## config.mk

```make
export PLATFORM = sky130hd
export DESIGN_NAME = r2e_chain
export DESIGN_NICKNAME = d
export VERILOG_FILES = /design/src/r2e_pkg.sv /design/src/r2e_cell.sv /design/src/r2e_chain.sv
export SDC_FILE = /design/constraint.sdc
export NUM_CORES = 2
export LEC_CHECK = 0
export BUFFER_PORTS_ARGS = -buffer_cell sky130_fd_sc_hd__buf_4
export CAP_MARGIN = 10
export CORE_MARGIN = 5
export CORE_UTILIZATION = 65
export DETAILED_ROUTE_END_ITERATION = 12
export PLACE_DENSITY = 0.82
export RECOVER_POWER = 25
export SLEW_MARGIN = 20
export SYNTH_ARGS = -nofsm -noshare
export SYNTH_HDL_FRONTEND = slang
export SYNTH_SLANG_ARGS = --single-unit
```

## constraint.sdc

```tcl
create_clock -name clk -period 12.8 [get_ports clk]
set_clock_uncertainty 0.2 [all_clocks]
set_input_delay 0.64 -clock clk [delete_from_list [all_inputs] [get_ports clk]]
set_output_delay 0.64 -clock clk [all_outputs]
set_load 0.005 [all_outputs]
```

## src/r2e_pkg.sv

```systemverilog
`timescale 1ns / 1ps
package r2e_pkg;
	localparam int W = 28;
	localparam int ZW = 24;
	localparam int STEPS_DEF = 16;
	localparam int PRE_SHIFT = 8;
	localparam logic signed [ZW-1:0] PI_FINE = 24'sd3294199;
	localparam logic signed [ZW-1:0] PI_OUT = 24'sd25736;
	localparam logic [15:0] INV_GAIN = 16'd39797;

	typedef struct packed {
		logic signed [W-1:0] x;
		logic signed [W-1:0] y;
		logic signed [ZW-1:0] z;
		logic zero;
	} lane_t;

	function automatic logic signed [ZW-1:0] atan_fine(input int i);
		logic signed [ZW-1:0] r;
		case (i)
			0: r = 24'sd823550;
			1: r = 24'sd486170;
			2: r = 24'sd256879;
			3: r = 24'sd130396;
			4: r = 24'sd65451;
			5: r = 24'sd32757;
			6: r = 24'sd16383;
			7: r = 24'sd8192;
			8: r = 24'sd4096;
			9: r = 24'sd2048;
			10: r = 24'sd1024;
			11: r = 24'sd512;
			12: r = 24'sd256;
			13: r = 24'sd128;
			14: r = 24'sd64;
			15: r = 24'sd32;
			16: r = 24'sd16;
			17: r = 24'sd8;
			18: r = 24'sd4;
			19: r = 24'sd2;
			20: r = 24'sd1;
			default: r = '0;
		endcase
		return r;
	endfunction

	// Scale up, fold the left half plane onto the right one.
	function automatic lane_t prep_atan(input logic signed [W-1:0] yv,
			input logic signed [W-1:0] xv);
		lane_t r;
		logic signed [W-1:0] xs;
		logic signed [W-1:0] ys;
		xs = xv <<< PRE_SHIFT;
		ys = yv <<< PRE_SHIFT;
		r.zero = (xv == '0) && (yv == '0);
		if (xv[W-1]) begin
			r.x = -xs;
			r.y = -ys;
			r.z = ys[W-1] ? -PI_FINE : PI_FINE;
		end else begin
			r.x = xs;
			r.y = ys;
			r.z = '0;
		end
		return r;
	endfunction

	// Round half up to Q3.13 and clamp to +-pi; a zero input vector gives zero.
	function automatic logic signed [15:0] post_angle(input logic signed [ZW-1:0] z,
			input logic zero);
		logic signed [ZW-1:0] r;
		logic signed [15:0] o;
		r = (z + 24'sd64) >>> 7;
		if (zero) o = '0;
		else if (r > PI_OUT) o = PI_OUT[15:0];
		else if (r < -PI_OUT) o = -PI_OUT[15:0];
		else o = r[15:0];
		return o;
	endfunction
endpackage

```

## src/r2e_cell.sv

```systemverilog
`timescale 1ns / 1ps
module r2e_cell import r2e_pkg::*; #(
	parameter int I = 0,
	parameter int L = 1,
	parameter int TW = 1
) (
	input  logic clk,
	input  logic arst_n,
	input  logic en,
	input  logic vi,
	input  logic signed [W-1:0] xi [L],
	input  logic signed [W-1:0] yi [L],
	input  logic signed [ZW-1:0] zi [L],
	input  logic [TW-1:0] ti,
	output logic vo_s1,
	output logic signed [W-1:0] xo_s1 [L],
	output logic signed [W-1:0] yo_s1 [L],
	output logic signed [ZW-1:0] zo_s1 [L],
	output logic [TW-1:0] to_s1
);
	logic signed [W-1:0] xn [L];
	logic signed [W-1:0] yn [L];
	logic signed [ZW-1:0] zn [L];

	// One rotation step per lane: drive y toward zero.
	always_comb begin
		for (int l = 0; l < L; l++) begin
			if (!yi[l][W-1]) begin
				xn[l] = xi[l] + (yi[l] >>> I);
				yn[l] = yi[l] - (xi[l] >>> I);
				zn[l] = zi[l] + atan_fine(I);
			end else begin
				xn[l] = xi[l] - (yi[l] >>> I);
				yn[l] = yi[l] + (xi[l] >>> I);
				zn[l] = zi[l] - atan_fine(I);
			end
		end
	end

	always_ff @(posedge clk or negedge arst_n) begin
		if (!arst_n) begin
			vo_s1 <= 1'b0;
		end else if (en) begin
			vo_s1 <= vi;
		end
	end

	always_ff @(posedge clk) begin
		if (en) begin
			xo_s1 <= xn;
			yo_s1 <= yn;
			zo_s1 <= zn;
			to_s1 <= ti;
		end
	end
endmodule

```

## src/r2e_chain.sv

```systemverilog
`timescale 1ns / 1ps
module r2e_chain import r2e_pkg::*; #(
	parameter int N = STEPS_DEF,
	parameter int L = 1,
	parameter int TW = 1
) (
	input  logic clk,
	input  logic arst_n,
	input  logic en,
	input  logic vi,
	input  logic signed [W-1:0] xi [L],
	input  logic signed [W-1:0] yi [L],
	input  logic signed [ZW-1:0] zi [L],
	input  logic [TW-1:0] ti,
	output logic vo,
	output logic signed [W-1:0] xo [L],
	output logic signed [W-1:0] yo [L],
	output logic signed [ZW-1:0] zo [L],
	output logic [TW-1:0] to
);
	logic v_w [N+1];
	logic signed [W-1:0] x_w [N+1][L];
	logic signed [W-1:0] y_w [N+1][L];
	logic signed [ZW-1:0] z_w [N+1][L];
	logic [TW-1:0] t_w [N+1];

	assign v_w[0] = vi;
	assign x_w[0] = xi;
	assign y_w[0] = yi;
	assign z_w[0] = zi;
	assign t_w[0] = ti;

	for (genvar k = 0; k < N; k++) begin : g_cell
		r2e_cell #(.I(k), .L(L), .TW(TW)) u_cell (
			.clk(clk), .arst_n(arst_n), .en(en),
			.vi(v_w[k]), .xi(x_w[k]), .yi(y_w[k]), .zi(z_w[k]), .ti(t_w[k]),
			.vo_s1(v_w[k+1]), .xo_s1(x_w[k+1]), .yo_s1(y_w[k+1]),
			.zo_s1(z_w[k+1]), .to_s1(t_w[k+1])
		);
	end

	assign vo = v_w[N];
	assign xo = x_w[N];
	assign yo = y_w[N];
	assign zo = z_w[N];
	assign to = t_w[N];
endmodule

```

==> key figures <==
Outcome
  • Status: complete, but fails checks
  • Failing checks: max-capacitance violations, max-slew violations

GRT
  • Pin count of the biggest net entering global routing: between 150 and 200
  • Gr ovfl total: 0
  • GRT Util Overall: about a third
  • Number of global-route vias before repair: roughly 84000
  • First-pass GRT wire length: about 450 mm
  • Antenna violations before repair: 7

STA
  • Post-layout min period: 7.364 ns
  • TNS Setup: 0 ns
  • Rel. slew slack: -140.9%
  • Fmax: around 140 MHz
  • Final hold violation count: 0
  • Worst slew pin tran: about 3.6 ns
  • Final period utilization: ~58%
  • Unrepaired setup endpoints after global routing: false
  • Slew Viols, Final: 668
  • Setup violations, final: 0

Worst setup path
  • FF-to-FF Start: g_cell[0].u_cell.yo_s1[27]$_DFFE_PP_
  • Crit path launch type: register
  • FF-to-FF setup slack: between 5 and 6 ns
  • Crit-path max cell delay: ~1.9 ns
  • Worst path arrival time: 7.71 ns
  • CP Capture Type: register
  • Worst Setup Path Type: reg2reg
  • Critical path depth: 12
  • Reg2reg end: g_cell[1].u_cell.yo_s1[26]$_DFFE_PP_
  • R2R cell count: 12
  • Critical path's top delay family: buffers and inverters
  • Buf/Inv on CP: 2
  • Max FO, Critical Path: 58
  • Critical-path cell list: clkbuf_1, clkinv_1, nand2_1, xnor2_1, ha_1, a2111oi_0, o31ai_1, nand4_1, a31oi_1, o21ai_1, nor4bb_1, a311o_1
  • Worst Setup SP: g_cell[0].u_cell.yo_s1[27]$_DFFE_PP_
  • Worst Setup EP: g_cell[1].u_cell.yo_s1[26]$_DFFE_PP_
  • Cell with the largest stage delay on the worst path: clkbuf_1
  • Critical path required time: approximately 13 ns

Yosys
  • #FFs+latches synth: roughly 1300
  • Synth cell types: roughly 100
  • Ys async rst share: around 1.2%
  • Mapped Area: about 110000 um2
  • Top_reg_cell synth: edfxtp_1
  • Syn Inst Count: roughly 11000
  • Synthesized net count: roughly 13000
  • Post-synth EDFFs: around 1300
  • Post-Syn Area per Cell: 9.657 um2
  • Sequential element share of the synthesized area: between 30 and 40%
  • Syn. warnings: 0

Detailed routing
  • Routed Antenna Nets: 0
  • Via Count: 86700
  • Routed length per instance: slightly above 20 um
  • Final wirelength: about 280 mm
  • DRC viols: 0
  • Initial DRT Pass Iterations: 8
  • Via-per-instance ratio: roughly 6.3
  • Initial DRC count: 7607

Placed design
  • Cells after DPL: 13370
  • Hpwl dp: about 220 mm
  • Port bufs: approximately 170
  • GPL Wtd Cong: 0.9925

Layout
  • Share of cells above drive strength 1: 4.962%
  • Area Growth Syn to Fin: 8.313%
  • Area occupied by multi-input gates: ~65000 um2
  • Non-Filler Instances: approximately 14000
  • Final #Nets: approximately 13000
  • Final-layout fill cell count: roughly 12000
  • Reg area: just under 40000 um2

Clock tree
  • # resized after CTS: 0
  • CTS Buf Count: 150
  • CTS Hold Bufs: 9
  • Worst-Skew Late Latency: about 0.82 ns
  • Depth of the CTS H-tree: 4
  • Post CTS Setup Buffer Count: 0
  • Clock transition at path regs: around 0.06 ns
  • CTS tree: built
  • Clock Tree Buf Depth: 3
  • CTS root buf: clkbuf_16
  • CTS sink cnt: around 1300

Floorplanning
  • CORE AREA: 164800 um2
  • Die Y: roughly 420 um
  • Std cell rows: ~150
  • Die X-Extent: ~420 um
  • Die ar.: about 170000 um2
  • Starting density of the core: 65.35%
  • IO Count: around 170

Min path
  • Hold Crit Depth: 3
  • Worst Hold Class: in2reg

Job
  • Max-Cap Viols: 12
## placed cells by master, fill, tap and decap left out, types with 130 or more instances in the layout
master	Yosys	routed
o21bai_1	145	145
a21oi_1	1071	1071
nand2b_1	157	157
a31oi_1	130	130
a21o_1	413	413
xor2_1	516	516
clkbuf_16	0	151
inv_1	596	595
edfxtp_1	1295	1295
ha_1	1248	1248
xnor2_1	1017	1017
nor2_1	1022	1022
o21ai_0	542	542
nand3_1	178	178
nand2_1	538	538
o21a_1	155	155
nor3_1	350	350
nor2b_1	181	181
## metal layers
| metal | up-vias | global-route usage (%) | routed length, um |
|---|---|---|---|
| met5 | - | 0 | 13 |
| met2 | 3204 | 53.40 | 133500 |
| met4 | 2 | 13.61 | 13490 |
| li1 | 41460 | - | - |
| met1 | 41360 | 40.54 | 116800 |
| met3 | 676 | 4.447 | 19040 |
## sequential cells by signal, summed over array words and instances, names as in the netlist
| register | flops |
|---|---|
| g_cell.u_cell.yo_s1 | 448 |
| g_cell.u_cell.vo_s1 | 16 |
| g_cell.u_cell.xo_s1 | 447 |
| g_cell.u_cell.to_s1 | 16 |
| g_cell.u_cell.zo_s1 | 384 |
## cell type report
cell class / instances / area share (%)
Multi-Input combinational cell: 9071 / 56.14
Sequential cell: 1311 / 33.68
Clock buffer: 170 / 3.300
Tap cell: 2189 / 2.348
Inverter: 600 / 1.931
Timing Repair Buffer: 209 / 1.357
Clock inverter: 106 / 1.232
Antenna cell: 5 / 0.01073
## per-stage QoR
stage	instance area (um2)	setup slack, ns	hold WS (ns)	util (%)
3_5_place_dp	111300	7.755	0.2045	67.56
3_3_place_gp	111300	7.876	0.2008	67.56
4_1_cts	116700	7.715	0.04041	70.82
5_1_grt	116700	5.097	0.08675	70.78
2_1_floorplan	107700	8.353	0.1444	-
6_report	116700	5.436	0.09537	70.78
## tightest hold or removal path: cells and delay by family
family                 cells  cell delay, ns
XOR/XNOR                   2            0.26
buffers and inverters      1            0.08
## cell families after synthesis
family                   share of synthesized area [%]
AO/OA/AOI/OAI                                    18.24
AND/OR/NAND/NOR                                  13.97
flip-flops                                       36.48
XOR/XNOR                                         12.47
multiplexers                                    0.7284
adder cells (fa/ha/maj)                          15.41
buffers and inverters                            2.711
## synth_stat cells (27+ instances only)
cell type / number / area (um2)
xnor2_1: 1017 / 8907
a31oi_1: 130 / 813.3
nor4_1: 90 / 563.0
a21boi_0: 53 / 397.9
and3_1: 94 / 588.1
nand2_1: 538 / 2019
a31o_2: 31 / 271.5
nor2_1: 1022 / 3836
o21a_1: 155 / 1164
and4_1: 36 / 315.3
fa_1: 49 / 980.9
or4_1: 27 / 202.7
mux2_2: 43 / 484.2
o211ai_1: 67 / 503.0
nor2b_1: 181 / 1132
o31ai_1: 65 / 488.0
or2_2: 37 / 231.5
xor2_1: 516 / 4519
o41ai_1: 27 / 236.5
nand2b_1: 157 / 982.2
nor3_1: 350 / 1752
edfxtp_1: 1295 / 38890
a211o_1: 34 / 297.8
a211oi_1: 74 / 555.5
o21bai_1: 145 / 1089
nand3_1: 178 / 890.9
inv_1: 596 / 2237
and2_1: 76 / 475.5
o21ai_0: 542 / 2713
clkbuf_1: 139 / 521.8
mux2i_1: 30 / 300.3
a21oi_1: 1071 / 5360
a21o_1: 413 / 3100
ha_1: 1248 / 15610
nand4_1: 71 / 444.2
or3_1: 105 / 656.9
nor3b_1: 39 / 292.8
## how the worst min path moves through the flow
stage,startpoint,to,slack [ns]
final,zi[23],g_cell[0].u_cell.zo_s1[23]$_DFFE_PP_,0.1
after global routing,zi[23],g_cell[0].u_cell.zo_s1[23]$_DFFE_PP_,0.09
after CTS,zi[23],g_cell[0].u_cell.zo_s1[23]$_DFFE_PP_,0.04
after detailed placement,g_cell[7].u_cell.zo_s1[9]$_DFFE_PP_,g_cell[8].u_cell.zo_s1[9]$_DFFE_PP_,0.20
after global placement,g_cell[1].u_cell.to_s1$_DFFE_PP_,g_cell[2].u_cell.to_s1$_DFFE_PP_,0.20
after floorplan,arst_n,g_cell[0].u_cell.vo_s1$_DFFE_PN0P_,0.14
Power is left out: the tool's default activity adds up to more than one toggle a clock period on the data nets, which glitch-free logic cannot reach.
